--- config.mk ---
export PLATFORM = sky130hd
export DESIGN_NAME = hbvp_front
export DESIGN_NICKNAME = d
export VERILOG_FILES = /design/src/hdl/hbvp_pkg.sv /design/src/hdl/hbvp_front.sv
export SDC_FILE = /design/constraint.sdc
export NUM_CORES = 1
export LEC_CHECK = 0
export ABC_AREA = 1
export BUFFER_PORTS_ARGS = -buffer_cell sky130_fd_sc_hd__buf_2
export CORE_AREA = 2 2 60 62
export DETAILED_ROUTE_END_ITERATION = 6
export DIE_AREA = 0 0 62 64
export PLACE_DENSITY = 0.67
export SETUP_SLACK_MARGIN = 0.5
export SLEW_MARGIN = 5
export SYNTH_ARGS = -nofsm -noshare
export SYNTH_HDL_FRONTEND = slang
export SYNTH_SLANG_ARGS = --single-unit
--- constraint.sdc ---
create_clock -name vclk -period 0.8
set_clock_uncertainty 0.15 [all_clocks]
set_input_delay 0.16 -clock vclk [all_inputs]
set_output_delay 0.16 -clock vclk [all_outputs]
set_load 0.02 [all_outputs]
--- src/hdl/hbvp_pkg.sv ---
// Shared types, codes and constants for the hybrid bank victim placement unit.
// Depends on nothing; hbvp_front, hbvp_back and the top level import it.
package hbvp_pkg;

  // Default sizes, handed to the top level's parameters; QUEUE_DEPTH sets the queue depth.
  localparam int DEF_SETS       = 1024;
  localparam int DEF_WAYS       = 16;
  localparam int DEF_COUNT_BITS = 16;
  localparam int QUEUE_DEPTH    = 4;

  // Fixed field widths.
  localparam int SET_FIELD_W = 10;
  localparam int WAY_FIELD_W = 16;
  localparam int ADDR_W      = 48;
  localparam int MASK_W      = 8;
  localparam int CFG_IDX_W   = 2;
  localparam int CFG_DATA_W  = 16;

  // Write bucket select and bank preference constants.
  localparam int          BUCKET_LSB   = 6;
  localparam logic [2:0]  BUCKET_SEL   = 3'h7;
  localparam int          PCT_SCALE    = 100;
  localparam logic [6:0]  PCT_MAX      = 7'd100;
  localparam logic [3:0]  MIN_DISTINCT = 4'd2;

  // Opcodes.
  localparam logic [1:0] OP_HIT   = 2'd0;
  localparam logic [1:0] OP_FILL  = 2'd1;
  localparam logic [1:0] OP_QUERY = 2'd2;
  localparam logic [1:0] OP_NONE  = 2'd3;

  // Configuration register indexes.
  localparam logic [CFG_IDX_W-1:0] REG_POLICY_MODE = 2'd0;
  localparam logic [CFG_IDX_W-1:0] REG_SRAM_WAYS   = 2'd1;
  localparam logic [CFG_IDX_W-1:0] REG_DECAY_WIN   = 2'd2;
  localparam logic [CFG_IDX_W-1:0] REG_PCT_THRESH  = 2'd3;

  // Configuration reset values.
  localparam logic        RST_POLICY_MODE = 1'b1;
  localparam logic [4:0]  RST_SRAM_WAYS   = 5'd4;
  localparam logic [15:0] RST_DECAY_WIN   = 16'd0;
  localparam logic [6:0]  RST_PCT_THRESH  = 7'd50;

  typedef struct packed {
    logic [1:0]             opcode;
    logic [SET_FIELD_W-1:0] set_index;
    logic                   is_write;
    logic [ADDR_W-1:0]      address;
    logic [WAY_FIELD_W-1:0] allowed_ways;
    logic [WAY_FIELD_W-1:0] valid_ways;
  } in_item_t;

  typedef struct packed {
    logic                   no_candidate;
    logic                   prefer_sram;
    logic                   free_way_found;
    logic [3:0]             free_way;
    logic [WAY_FIELD_W-1:0] policy_mask;
  } out_item_t;

  typedef struct packed {
    logic        policy_mode;
    logic [4:0]  sram_way_count;
    logic [15:0] decay_window;
    logic [6:0]  write_pct_threshold;
  } cfg_t;

  typedef enum logic {
    KIND_UPDATE = 1'b0,
    KIND_QUERY  = 1'b1
  } item_kind_t;

  // Classified item as it travels from the front to the back.
  typedef struct packed {
    item_kind_t             kind;
    logic [SET_FIELD_W-1:0] set_raw;
    logic [SET_FIELD_W-1:0] set_quot;
    logic                   is_write;
    logic [2:0]             bucket;
    logic [WAY_FIELD_W-1:0] cand;
    logic [WAY_FIELD_W-1:0] invalid;
  } queue_entry_t;

  // Ways that exist, seen through the 16-bit way fields.
  function automatic logic [WAY_FIELD_W-1:0] way_all_mask(input int ways);
    logic [32:0] full;
    full = (33'd1 << ways) - 33'd1;
    return full[WAY_FIELD_W-1:0];
  endfunction

endpackage

--- src/hdl/hbvp_front.sv ---
// Front end: accept items, decode and classify them, push them into the queue.
// Depends on hbvp_pkg.
module hbvp_front #(
  parameter int SETS = hbvp_pkg::DEF_SETS,
  parameter int WAYS = hbvp_pkg::DEF_WAYS
) (
  input  logic                    in_valid,
  output logic                    in_ready,
  input  hbvp_pkg::in_item_t      in_data,
  input  logic                    clearing,
  input  logic                    queue_full,
  output logic                    push,
  output hbvp_pkg::queue_entry_t  push_data
);

  import hbvp_pkg::*;

  // Exact reciprocal for set_index / SETS over all 10-bit indexes.
  localparam int DIV_K  = SET_FIELD_W + $clog2(SETS);
  localparam longint RECIP_L = ((64'd1 << DIV_K) + longint'(SETS) - 64'd1) / longint'(SETS);
  localparam int PROD_W = SET_FIELD_W + DIV_K + 1;
  localparam logic [PROD_W-1:0] RECIP = PROD_W'(RECIP_L);
  localparam logic [WAY_FIELD_W-1:0] WAY_ALL = way_all_mask(WAYS);

  logic [PROD_W-1:0]      quot_prod;
  logic [WAY_FIELD_W-1:0] cand;
  logic                   is_update;
  logic                   is_query;

  assign in_ready  = !clearing && !queue_full;
  assign quot_prod = PROD_W'(in_data.set_index) * RECIP;
  assign cand      = in_data.allowed_ways & WAY_ALL;
  assign is_update = (in_data.opcode == OP_HIT) || (in_data.opcode == OP_FILL);
  assign is_query  = (in_data.opcode == OP_QUERY);

  // Drop the unused opcode: accepted, never queued.
  assign push = in_valid && in_ready && (is_update || is_query);

  always_comb begin
    push_data.kind     = is_query ? KIND_QUERY : KIND_UPDATE;
    push_data.set_raw  = in_data.set_index;
    push_data.set_quot = quot_prod[DIV_K +: SET_FIELD_W];
    push_data.is_write = in_data.is_write;
    push_data.bucket   = in_data.address[BUCKET_LSB +: 3] & BUCKET_SEL;
    push_data.cand     = cand;
    push_data.invalid  = cand & ~in_data.valid_ways;
  end

endmodule

---- After elaboration in Yosys (flattened, before gate mapping) ----
Cells that the tools add are included.
cells by class
  reduce and logical (&&, ||, !) cells .... 8
  order comparisons ....................... 0
  bitwise operators ....................... 2
  shift-type cells ........................ 0
  multipliers ............................. 0
  add/subtract/negate cells ............... 0
  multiplexer cells ....................... 1
  divide/modulo/power cells ............... 0
  eq/ne operators ......................... 2
operators by type and width
  operator                                                         count
  16-bit AND                                                       1
  16-bit inverter                                                  1
  1-bit logical AND                                                3
  2-bit by 1-bit == test with 1-bit output, second input constant  1
  2-bit == test, second input constant                             1
  1-bit zero test                                                  2
  2-bit zero test                                                  1
  1-bit logical OR                                                 2
  1-bit 2-to-1 mux                                                 1
storage, ports and cells
  memories ................................ 0
  ROM bits ................................ 0
  bits in latches ......................... 0
  flip-flop bits (word level) ............. 0
  RAM bits ................................ 0
  input bits .............................. 96

---- Longest topological paths before layout ----
  depth after elaboration ................. 4
  depth in mapped cells ................... 3

---- Worst setup path after synthesis ----
Ideal clock, no wire load.
  path type ............................... in2out
  from .................................... in in_data[16] (netlist name)
  to ...................................... out push_data[0] (netlist name)
  path slack .............................. 30 ps
  data required time ...................... 490 ps
  path buffers ............................ 0
  stages .................................. 2
  data arrival time ....................... 460 ps
  cell sequence ........................... inv_1 > nor2_1
RTL lines
  element          line              text
  start, declared  hbvp_front.sv:9   input hbvp_pkg::in_item_t in_data,
  end, declared    hbvp_front.sv:13  output hbvp_pkg::queue_entry_t push_data

---- Worst setup path in the final report ----
  from .................................... in in_data[92] (netlist name)
  to ...................................... out push
on the way
  longest elaborated chain between the ends .. 4
  elaborated cells between the ends (all ways) .. 6
  classes of those cells .................. eq/ne (2); reduce/logical (4)
RTL lines
  element                                                                      line              text
  2-bit by 1-bit == test with 1-bit output or 2-bit zero test (tied branches)  hbvp_front.sv:33  assign is_update = (in_data.opcode == OP_HIT) || (in_data.opcode == OP_FILL);
  1-bit logical OR                                                             hbvp_front.sv:33
  1-bit logical OR (*)                                                         hbvp_front.sv:37  assign push = in_valid && in_ready && (is_update || is_query);
  1-bit logical AND (*)                                                        hbvp_front.sv:37
  end, declared                                                                hbvp_front.sv:12  output logic push,
Every way passes the cells marked *; elsewhere a longest branch is shown, timed or not.

==> results.py <==
metrics = {
    "layout": {
        "fill_cells": 299,
        "fin_util": 0.4320,
        "diodes": 0,
        "nClkBuffers": 0,
        "seq_cell_count": 0,
        "drive_gt1_frac": 0.9106,
        "register_area_um2": 0,
        "final_nets": 221,
        "area_growth_pct": 201.6,
    },
    "synth": {
        "synthTopCellsByArea": "buf_4, inv_1, nor2_1",
        "synth_area_leader_cell": "buf_4",
        "yosysSeqAreaShare": 0,
        "synth_commonest_cells": "buf_4, inv_1, nor2_1",
        "yosysUniqueCellTypes": 8,
        "synth_top_cell_area_share": 0.6543,
        "synth_area_per_cell_um2": 5.668,
        "synth_cells": 83,
        "synth.yosys.warnings": 0,
        "yosysMostFrequentCell": "buf_4",
        "synth_area_um2": 470.5,
    },
    "die": {
        "fp-row-count": 21,
        "die_area_mm2": 0.003968,
        "core_area_mm2": 0.003284,
        "die_x_um": 62,
        "pin_count": 155,
        "initial_utilization": 0.1432,
        "die_y_um": 64,
    },
    "pwr": {
        "power_mw": 0.8543,
        "peakVddDrop_mv": 0.2559,
        "p_leak_nw": 0.6807,
        "pwr_density_cell_mw_per_mm2": 602.1,
    },
    "detailed_routing": {
        "wire_per_inst_um": 9.485,
        "ant_nets": 0,
        "drtIter0Drc": 3,
        "routed_via_density": 3.325,
        "dr.pass1.iters": 2,
        "drc": 0,
        "wl_mm": 1.603,
        "vias": 562,
    },
    "timing": {
        "fin_hold_ws_ns": 0.1700,
        "hold_viol": 0,
        "drv_slew": 0,
        "finalCritPeriodShare": 1.106,
        "period_minus_slack_ns": 0.8847,
        "finalSetupViolCount": 3,
        "setup_slack_ns": -0.08475,
        "fmax_mhz": 1130,
        "rsz0062_at_grt": "true",
    },
    "job": {
        "cap_violations": 0,
    },
    "clocking": {
        "postCtsSetupBuffers": 0,
    },
    "place": {
        "gp_congestion": 0.6651,
        "pre_cts_ws_ns": -0.1566,
        "port_buffers": 72,
        "hpwl_mm": 1.078,
    },
    "min_path": {
        "min_path_type": "input port to primary output",
        "worstHoldPathCells": 0,
        "min_to": "push_data[49]",
        "min_from": "in_data[84]",
    },
    "grt": {
        "grt_first_pass_wirelength_mm": 2.415,
        "grt_max_degree": 3,
        "overflow": 0,
        "grt_pass1_vias": 591,
        "antenna_found_initial": 0,
        "grt_use_total": 0.07598,
    },
    "critical_path": {
        "cp_max_fo": 2,
        "crit_type": "input port to primary output",
        "crit_family": "buffers and inverters",
        "cp.required_ns": 0.49,
        "cp-end-kind": "primary output",
        "cp.arrival_ns": 0.57,
        "cp_cell_sequence": "buf_6, nand2_4, nand2_4, nor2_4, buf_6",
        "startpoint_type": "input port",
        "max_stage_delay_ns": 0.12,
        "cpMaxStageDelayCell": "buf_6",
        "cp_num_buf_inv": 2,
    },
    "status": {
        "status": "finished, violations left",
        "violations": "negative setup slack",
    },
}
## area by class of cell
class,count,area (um^2),area share
timing repair buffer,72,879.6,0.6199
multi-input combinational,31,274.0,0.1931
inverter,20,207.7,0.1464
tap,46,57.56,0.04056
## power breakdown
part | internal [mW] | switching [mW] | total [mW]
Clock | 0 | 0 | 0
Sequential | 0 | 0 | 0
Combinational | 0.464 | 0.390 | 0.854
Total | 0.464 | 0.390 | 0.854
## kinds of logic (layout without fill, tap and decap cells)
kind of cell | after synthesis | count (layout) | synth area share
buf+inv | 61 | 92 | 0.8138
other cells | 1 | 10 | 0.007971
simple gates | 21 | 21 | 0.1782
## worst max path at each step
stage,start,end,cells after the start
CTS,in_data[92],push,5
detailed placement,clearing,push,5
global placement,clearing,push,5
global route,in_data[92],push,5
finish,in_data[92],push,5
floorplan,in_data[91],push,3
## stage by stage
step | setup TNS [ns] | area (um^2) | cells
final | -0.1179 | 1419 | 169
after global routing | -0.1930 | 1419 | 169
after CTS | -0.1074 | 1386 | 169
after detailed placement | -1.586 | 879.6 | 169
after global placement | -1.548 | 879.6 | 169
after floorplan | 0 | 994.7 | 92
## cells in the final DEF (no fill, tap or decap)
master,netlist,routed
conb_1,1,10
inv_2,2,1
nand2_4,0,3
nor2_4,0,18
buf_8,0,20
inv_8,0,15
clkinv_4,0,1
buf_2,0,1
inv_12,0,1
buf_6,0,51
inv_4,0,1
inv_1,18,1
## repair_timing
item                                    4_1_cts  5_1_grt
gates resized for setup                     142        9
hold buffers                                  0        0
pin swaps                                    19        1
endpoints found under the hold margin         0        0
endpoints found under the setup margin       49       49
## metal layers
| metal | vias to the layer above | part of all wire | global-route usage |
|---|---|---|---|
| li1 | 258 | - | - |
| met1 | 247 | 0.22 | 0.06659 |
| met2 | 57 | 0.56 | 0.1615 |
| met3 | 0 | 0.23 | 0.02429 |
| met4 | 0 | 0 | 0.002660 |
| met5 | - | 0 | 0 |
Note: power is estimated with default switching activity, not from simulation.
