[src/hdl/hbvp_queue.sv]
// Short flop-based FIFO between the front and the back.
// No package dependencies; payload is a flat vector.
module hbvp_queue #(
  parameter int WIDTH = 8,
  parameter int DEPTH = 4
) (
  input  logic             clk,
  input  logic             rst,
  input  logic             push,
  input  logic [WIDTH-1:0] push_data,
  output logic             full,
  input  logic             pop,
  output logic [WIDTH-1:0] pop_data,
  output logic             empty
);

  localparam int PTR_W = (DEPTH > 1) ? $clog2(DEPTH) : 1;
  localparam int CNT_W = $clog2(DEPTH + 1);

  logic [WIDTH-1:0] slots [DEPTH];
  logic [PTR_W-1:0] wr_ptr;
  logic [PTR_W-1:0] rd_ptr;
  logic [CNT_W-1:0] count;

  assign full     = (count == CNT_W'(DEPTH));
  assign empty    = (count == '0);
  assign pop_data = slots[rd_ptr];

  always_ff @(posedge clk) begin
    if (push) begin
      slots[wr_ptr] <= push_data;
    end
  end

  always_ff @(posedge clk) begin
    if (rst) begin
      wr_ptr <= '0;
      rd_ptr <= '0;
      count  <= '0;
    end else begin
      if (push) begin
        wr_ptr <= (wr_ptr == PTR_W'(DEPTH - 1)) ? '0 : wr_ptr + PTR_W'(1);
      end
      if (pop) begin
        rd_ptr <= (rd_ptr == PTR_W'(DEPTH - 1)) ? '0 : rd_ptr + PTR_W'(1);
      end
      case ({push, pop})
        2'b10:   count <= count + CNT_W'(1);
        2'b01:   count <= count - CNT_W'(1);
        default: count <= count;
      endcase
    end
  end

endmodule

[config.mk]
export PLATFORM = sky130hd
export DESIGN_NAME = hbvp_queue
export DESIGN_NICKNAME = d
export VERILOG_FILES = /design/src/hdl/hbvp_queue.sv
export SDC_FILE = /design/constraint.sdc
export NUM_CORES = 1
export LEC_CHECK = 0
export BUFFER_PORTS_ARGS = -buffer_cell sky130_fd_sc_hd__buf_2
export CORE_UTILIZATION = 25
export CTS_CLUSTER_SIZE = 30
export DETAILED_ROUTE_END_ITERATION = 8
export GPL_TIMING_DRIVEN = 0
export MAX_ROUTING_LAYER = met4
export SYNTH_ARGS = -nofsm -noshare
export SYNTH_HDL_FRONTEND = slang
export SYNTH_SLANG_ARGS = --single-unit
[constraint.sdc]
create_clock -name clk -period 1.5 [get_ports clk]
set_clock_uncertainty 0.2 [all_clocks]
set_input_delay 0 -clock clk [delete_from_list [all_inputs] [get_ports clk]]
set_output_delay 0 -clock clk [all_outputs]
set_load 0.1 [all_outputs]
; Yosys cells after proc, flatten, opt, wreduce, memory -nomap -nowiden
; Memories as Yosys holds them, arrays and structs flattened. A register that Yosys moved wholly into a read port is not among the register bits.
; Index checks and enable logic that the tools add are counted.
[totals]
input_bits = 12
memories = 1
output_inout_bits = 10
ram_bits = 32
word_cells = 22
regBits = 7
[op_classes]
add_sub_neg = 4
n_reduce_logical = 2
n_eq_ne = 5
mux = 7
[memory_table]
columns = memory, depth, word_bits, read_ports, rd_ports_with_merged_regs, write_ports, line
row1 = slots, 4, 8, 1, 1, 1, 20  ; logic [WIDTH-1:0] slots [DEPTH];
[op_table]
columns = operator, count
row1 = $mux W2, 4
row2 = $eq A2 B2 Y1 const B, 3
row3 = $pmux W3 S2, 1
row4 = $add A2 B1 Y2 const B, 2
row5 = $add A3 B1 Y3 const B, 1
row6 = $eq A3 B3 Y1 const B, 1
row7 = $logic_not A3 Y1, 1
row8 = $sub A3 B1 Y3 const B, 1
row9 = $eq A2 B1 Y1 const B, 1
row10 = $mux W1, 2
row11 = $reduce_bool A2 Y1, 1

; Longest topological paths before layout
; Gate-level depths: netlist (run 1).
[logic_depth]
depth_word = 4
mapped_depth = 7
depth_no_buf = 7

; Worst setup path before layout (run 1)
; Ideal clock, no wire load.
[synth_timing]
path_kind = register -> output
from = reg count[0]
to = out empty
required_ps = 1300
path_buffers = 0
path_slack_ps = -1079
stages_incl_launch_ff = 2
arrival_time_ps = 2379
cell_sequence = dfxtp_1 -> nor3_1
[synth_via]
elab_chain_cells = 1
[synth_rtl]
columns = element, line
row1 = "start, declared", 23  ; logic [CNT_W-1:0] count;
row2 = "start signal, assigned", 48  ; 2'b10: count <= count + CNT_W'(1);
row3 = "start signal, assigned", 49  ; 2'b01: count <= count - CNT_W'(1);
row4 = "start signal, assigned", 50  ; default: count <= count;
row5 = $logic_not A3 Y1, 26  ; assign empty = (count == '0);
row6 = "end, declared", 14  ; output logic empty
; Every way passes these cells.

==> results of run 1 <==
state kept, by name (all words and copies together) (netlist names), named ones only:
signal	count
rd_ptr	2
slots	32
count	3
wr_ptr	2
critical path, stage by stage, from the launching register on:
cell,delay (ns)
dfxtp_2,0.34
buf_12,0.13
mux4_2,0.54
buf_12,0.19
layer usage:
layer  routed length [um]  global-route usage  part of all wire  vias up
met4                   42              0.0368             0.016        0
met3                  103              0.0297             0.039        6
li1                     -                   -                 -      421
met1                 1050              0.0908              0.39      422
met2                 1460               0.180              0.55       21
met5                    0                   -                 0        -
cells in the final DEF (no fill, tap or decap), types with 2 or more instances in the layout:
cell type	n
a21oi_1	2
a21oi_2	2
and2_2	4
buf_12	2
buf_2	11
buf_4	3
buf_6	8
clkbuf_8	5
dfxtp_1	5
dfxtp_2	2
dfxtp_4	2
dlygate4sd3_1	12
edfxtp_1	32
ha_1	6
inv_1	5
mux2i_1	2
mux4_2	8
nor2_1	6
nor3b_1	2
xor2_1	2
through the flow:
stage | cell area, sq um | setup slack (ns)
final | 2140 | -0.197
after global routing | 2140 | -0.244
after CTS | 2120 | -0.240
after detailed placement | 1820 | -0.238
after global placement | 1820 | -0.176
after floorplan | 1620 | -0.0457
logic make-up (layout without fill, tap and decap cells):
family                   after synthesis  after routing  share of synthesized area
flip-flops                            41             41                      0.711
AND/OR/NAND/NOR                       16             16                     0.0522
multiplexers                          10             10                      0.125
buffers and inverters                  9             52                     0.0265
adder cells (fa/ha/maj)                7              7                     0.0592
AO/OA/AOI/OAI                          5              5                     0.0156
XOR/XNOR                               2              2                     0.0109
timing repair:
item	in CTS	in global routing
hold buffers	12	0
hold endpoints to repair	41	0
pin swaps	0	1
resized for setup	28	6
endpoints found under the setup margin	43	18
setup buffers	2	0
area by class of cell:
cell class | count | area [sq um] | share of cell area
sequential | 41 | 1150 | 0.537
multi-input combinational | 40 | 450 | 0.210
tap | 75 | 93.8 | 0.0438
timing repair buffer | 35 | 308 | 0.144
clock inverter | 3 | 17.5 | 0.00817
clock buffer | 5 | 68.8 | 0.0321
buffer | 2 | 25.0 | 0.0117
inverter | 7 | 28.8 | 0.0134
where the power goes:
part           total (mW)  switching (mW)  internal (mW)
clock network       0.674           0.353          0.321
logic               0.658           0.435          0.223
registers            1.32          0.0293           1.29
total                2.65           0.817           1.83
worst paths after layout:
kind                            startpoint           to  cells past startpoint
worst max-delay path                  flop  pop_data[4]                      3
worst min-delay path                   pop     count[0]                      4
worst max register to register    count[1]     count[2]                      5
worst min register to register   rd_ptr[1]         flop                      2
==> impl_metrics.json, run 1 <==
{
  "finalCritPeriodShare": 1.13,
  "relSlewSlack": 0.817,
  "crit_path_max_fanout": 8,
  "ioPinCount": 22,
  "failed_checks": "negative setup slack",
  "grt_max_degree": 14,
  "first_pass_iters": 2,
  "core_sq_um": 6060,
  "synth_cell_type_count": 18,
  "outcome": "finished, violations left",
  "ys_async_sr_fraction": 0,
  "numCtsBuffers": 5,
  "tritoncts": "built",
  "final_util": 0.354,
  "power_mw": 2.65,
  "ys_warn_count": 0,
  "hold_viol_final": 0,
  "avgSynthCellArea_sq_um": 17.8,
  "fp.dieH_um": 82.1,
  "stdcell_count": 208,
  "area_growth_pct": 33.5,
  "synth_most_common_cell": "edfxtp_1",
  "finalSetupViolCount": 9,
  "worstPathArrival_ns": 1.50,
  "netlist_instances": 90,
  "final_nets": 151,
  "grt_pass1_wl_um": 4370,
  "cap_violations": 0,
  "yosysTopAreaCellShare": 0.599,
  "detail-route-antenna-nets": 0,
  "endpoint_kind": "primary output",
  "first_iter_violations": 21,
  "max-vdd-ir-drop_mv": 0.517,
  "synth-seq-area-share": 0.711,
  "grt_usage": 0.0961,
  "crit_type": "reg -> out",
  "fmax_ghz": 0.589,
  "setup_tns_ns": -1.53,
  "initial_core_util": 0.265,
  "wl_um": 2650,
  "synth.largest_area_cell": "edfxtp_1",
  "cts_sinks": 41,
  "period_needed_ns": 1.70,
  "synth_nets": 109,
  "ys.flop_type": "edfxtp_1",
  "crit_path_start_kind": "flop",
  "fillers": 591,
  "worst_pin_slew_ns": 0.277,
  "synth_edf_count": 32,
  "yosys-top-cells-area": "edfxtp_1 (60%), dfxtp_1 (11%), mux4_2 (11%), ha_1 (4.7%), inv_1 (1.6%)",
  "dieWidth_um": 82.1,
  "synth_common_cells": "edfxtp_1 (32), dfxtp_1 (9), mux4_2 (8)",
  "cts_root_buf": "clkbuf_8",
  "die-area_sq_um": 6750,
  "place_congestion": 0.639,
  "grt_setup_unrepaired": "true",
  "diodes": 0,
  "antenna_found_initial": 0,
  "rows": 28,
  "p_leak_nw": 0.785,
  "cts.clk_slew.worst_paths_ns": 0.07,
  "setup_slack_ns": -0.197,
  "critical_path_required_ns": 1.30,
  "port_buffers": 21,
  "hpwlAfterDp_um": 1860,
  "grt.overflow.total": 0,
  "drive_gt1_frac": 0.414,
  "hold_slack_ns": 0.0573,
  "synth_area_sq_um": 1610,
  "pwr_density_cell_nw_per_um2": 1240,
  "drv_slew": 0,
  "htreeDepth": 2,
  "dpl.cell_count": 186,
  "grt_pass1_vias": 964,
  "r2r_slack_ns": -0.11,
  "wl_per_cell_um": 12.8,
  "via_per_inst": 4.18,
  "min_path_type": "in -> reg",
  "route.vias.total": 870,
  "route.detailed.drc": 0,
  "clock_path_buffers": 2,
  "insertion_delay_ns": 0.28,
  "synth-seq-cells": 41
}
Power figures use the tool's default switching activity.
==> inputs of run 2 (changes only) <==
--- a/config.mk
+++ b/config.mk
@@ -5,6 +5,7 @@
 export SDC_FILE = /design/constraint.sdc
 export NUM_CORES = 1
 export LEC_CHECK = 0
+export ABC_AREA = 1
 export BUFFER_PORTS_ARGS = -buffer_cell sky130_fd_sc_hd__buf_2
 export CORE_UTILIZATION = 25
 export CTS_CLUSTER_SIZE = 30
==> run 2 against run 1 <==
Effect of this change: sequential power about the same; the run ends with negative hold slack, negative setup slack left; core utilization up 5.1 points; largest power group unchanged; first-iteration DRC count increased by 110%; worst hold slack worse by 0.082 ns; power rose by 8.5%; critical path type unchanged; register-to-register slack gained 0.17 ns.
==> impl_metrics.json, run 2 <==
{
  "place_congestion": 0.678,
  "min_path_type": "in -> reg",
  "hpwlAfterDp_um": 2120,
  "max-vdd-ir-drop_mv": 0.646,
  "via_per_inst": 4.37,
  "outcome": "finished, violations left",
  "ys.flop_type": "edfxtp_1",
  "endpoint": "pop_data[6]",
  "max_stage_delay_ns": 0.41,
  "setup_slack_ns": -0.0647,
  "largest_reg_flops": 32,
  "grt_max_degree": 12,
  "synth_nets": 155,
  "crit_type": "reg -> out",
  "crit_family": "buffers and inverters",
  "synth-seq-area-share": 0.689,
  "ys_async_sr_fraction": 0,
  "pwr_density_cell_nw_per_um2": 1110,
  "drv_slew": 0,
  "grt_pass1_wl_um": 5820,
  "fmax_ghz": 0.639,
  "grt_setup_unrepaired": "true",
  "worstPathArrival_ns": 1.36,
  "grt_pass1_vias": 1189,
  "ioPinCount": 22,
  "synth_area_sq_um": 1660,
  "finalSetupViolCount": 8,
  "core_sq_um": 6390,
  "finalCritPeriodShare": 1.04,
  "first_pass_iters": 4,
  "top_register": "slots",
  "r2r_slack_ns": 0.06,
  "grt_usage": 0.113,
  "drive_gt1_frac": 0.437,
  "setup_tns_ns": -0.451,
  "diodes": 0,
  "crit_chain": "inv_8, buf_16, nor2_2, o22ai_4, buf_12",
  "area_growth_pct": 55.8,
  "route.vias.total": 1136,
  "final_nets": 202,
  "crit_path_max_fanout": 7,
  "failed_checks": "negative hold slack, negative setup slack",
  "layout.cells.most_common": "edfxtp_1",
  "hold_viol_final": 1,
  "route.detailed.drc": 0,
  "tritoncts": "built",
  "detail-route-antenna-nets": 0,
  "slowest_stage": "dfxtp_4",
  "fp.dieH_um": 83.4,
  "yosys-top-cells-area": "edfxtp_1 (58%), dfxtp_1 (11%), o21ai_0 (4.8%), ha_1 (4.5%), nor2_1 (4.1%)",
  "cp_num_buf_inv": 3,
  "post_dp_cell_area_sq_um": 1980,
  "synth_cell_type_count": 18,
  "grt.overflow.total": 0,
  "netlist_instances": 136,
  "die-area_sq_um": 6960,
  "synth.largest_area_cell": "edfxtp_1",
  "cap_violations": 0,
  "synth_most_common_cell": "edfxtp_1",
  "dieWidth_um": 83.4,
  "antenna_found_initial": 0,
  "yosysTopAreaCellShare": 0.580,
  "rr_startpoint": "wr_ptr[0]",
  "initial_core_util": 0.259,
  "clock_path_buffers": 2,
  "synth_edf_count": 32,
  "critical_path_required_ns": 1.30,
  "r2r_cells": 4,
  "worst_pin_slew_ns": 0.481,
  "fillers": 603,
  "period_needed_ns": 1.56,
  "cts_root_buf": "clkbuf_8",
  "insertion_delay_ns": 0.28,
  "cts.clk_slew.worst_paths_ns": 0.07,
  "reg_top3": "slots (32), count (3)",
  "rows": 29,
  "first_iter_violations": 44,
  "final_cell_mix": "edfxtp_1 (32), dlygate4sd3_1 (15), buf_2 (12)",
  "wl_um": 3380,
  "avgSynthCellArea_sq_um": 12.2,
  "hold_slack_ns": -0.0249,
  "endpoint_kind": "primary output",
  "wl_per_cell_um": 13.0,
  "ys_warn_count": 0,
  "rr_endpoint": "slots[0][3]",
  "synth-seq-cells": 41,
  "port_buffers": 21,
  "crit_path_start_kind": "flop",
  "cts_sinks": 41,
  "relSlewSlack": 0.681,
  "cp.depth": 5,
  "synth_common_cells": "edfxtp_1 (32), nor2_1 (18), inv_1 (17)",
  "numCtsBuffers": 5,
  "htreeDepth": 2,
  "power_mw": 2.87,
  "p_leak_nw": 0.924,
  "fin_area_sq_um": 2580
}
[run 2: cells by family (layout without fill, tap and decap cells)]
logic type | count (synthesis) | count (layout) | share of synthesized area
AO/OA/AOI/OAI | 33 | 33 | 0.110
adder cells (fa/ha/maj) | 7 | 7 | 0.0574
buffers and inverters | 20 | 67 | 0.0544
flip-flops | 41 | 41 | 0.689
AND/OR/NAND/NOR | 35 | 35 | 0.0891
[run 2: through the flow]
stage	std cells	util	worst slack, ns
CTS	261	0.399	-0.0860
finish	260	0.404	-0.0647
global placement	234	0.310	-0.172
detailed placement	234	0.310	-0.189
global route	260	0.404	-0.113
floorplan	136	-	-0.261
[run 2: how the worst min path moves through the flow]
| stage | from | endpoint | slack (ns) | cells past startpoint |
|---|---|---|---|---|
| 3_5_place_dp | rst | wr_ptr[0] | 0.006 | 2 |
| 6_report | pop | count[1] | -0.02 | 4 |
| 2_1_floorplan | rst | wr_ptr[0] | -0.13 | 1 |
| 4_1_cts | pop | count[2] | 0.07 | 6 |
| 5_1_grt | pop | count[1] | 0.03 | 4 |
| 3_3_place_gp | rst | wr_ptr[0] | 0.003 | 2 |
[run 2: final cells by class]
cell class,instances,area [sq um],area share
clock inverters,1,3.75,0.00145
multi-input cells,75,669,0.259
well taps,77,96.3,0.0373
clock buffers,6,72.6,0.0281
repair buffers,40,457,0.177
flip-flops and latches,41,1160,0.449
inverters,18,88.8,0.0344
plain buffers,2,35.0,0.0136
[run 2: what timing repair did]
action / CTS / global route
cloned: 2 / 0
buffers inserted: 3 / 0
endpoints found under the setup margin: 25 / 26
resized for setup: 81 / 21
hold endpoints to repair: 41 / 1
hold buffers: 15 / 1
pin swaps: 6 / 8
[run 2: tightest hold or removal path, stage by stage]
cell     delay (ns)
buf_2          0.10
ha_1           0.16
inv_2          0.06
a21oi_1        0.11
[run 2: power breakdown]
group / leakage [nW] / internal, mW / switching (mW)
sequential: 0.372 / 1.29 / 0.0523
combinational: 0.513 / 0.332 / 0.542
clock: 0.0387 / 0.314 / 0.345
[run 2: per-layer routing]
| layer | wire length (um) | global-route usage | vias up | share of wire |
|---|---|---|---|---|
| met5 | 0 | - | - | 0 |
| met4 | 36 | 0.0376 | 0 | 0.011 |
| met3 | 118 | 0.0278 | 5 | 0.035 |
| met2 | 1640 | 0.183 | 28 | 0.48 |
| met1 | 1590 | 0.138 | 535 | 0.47 |
| li1 | - | - | 568 | - |
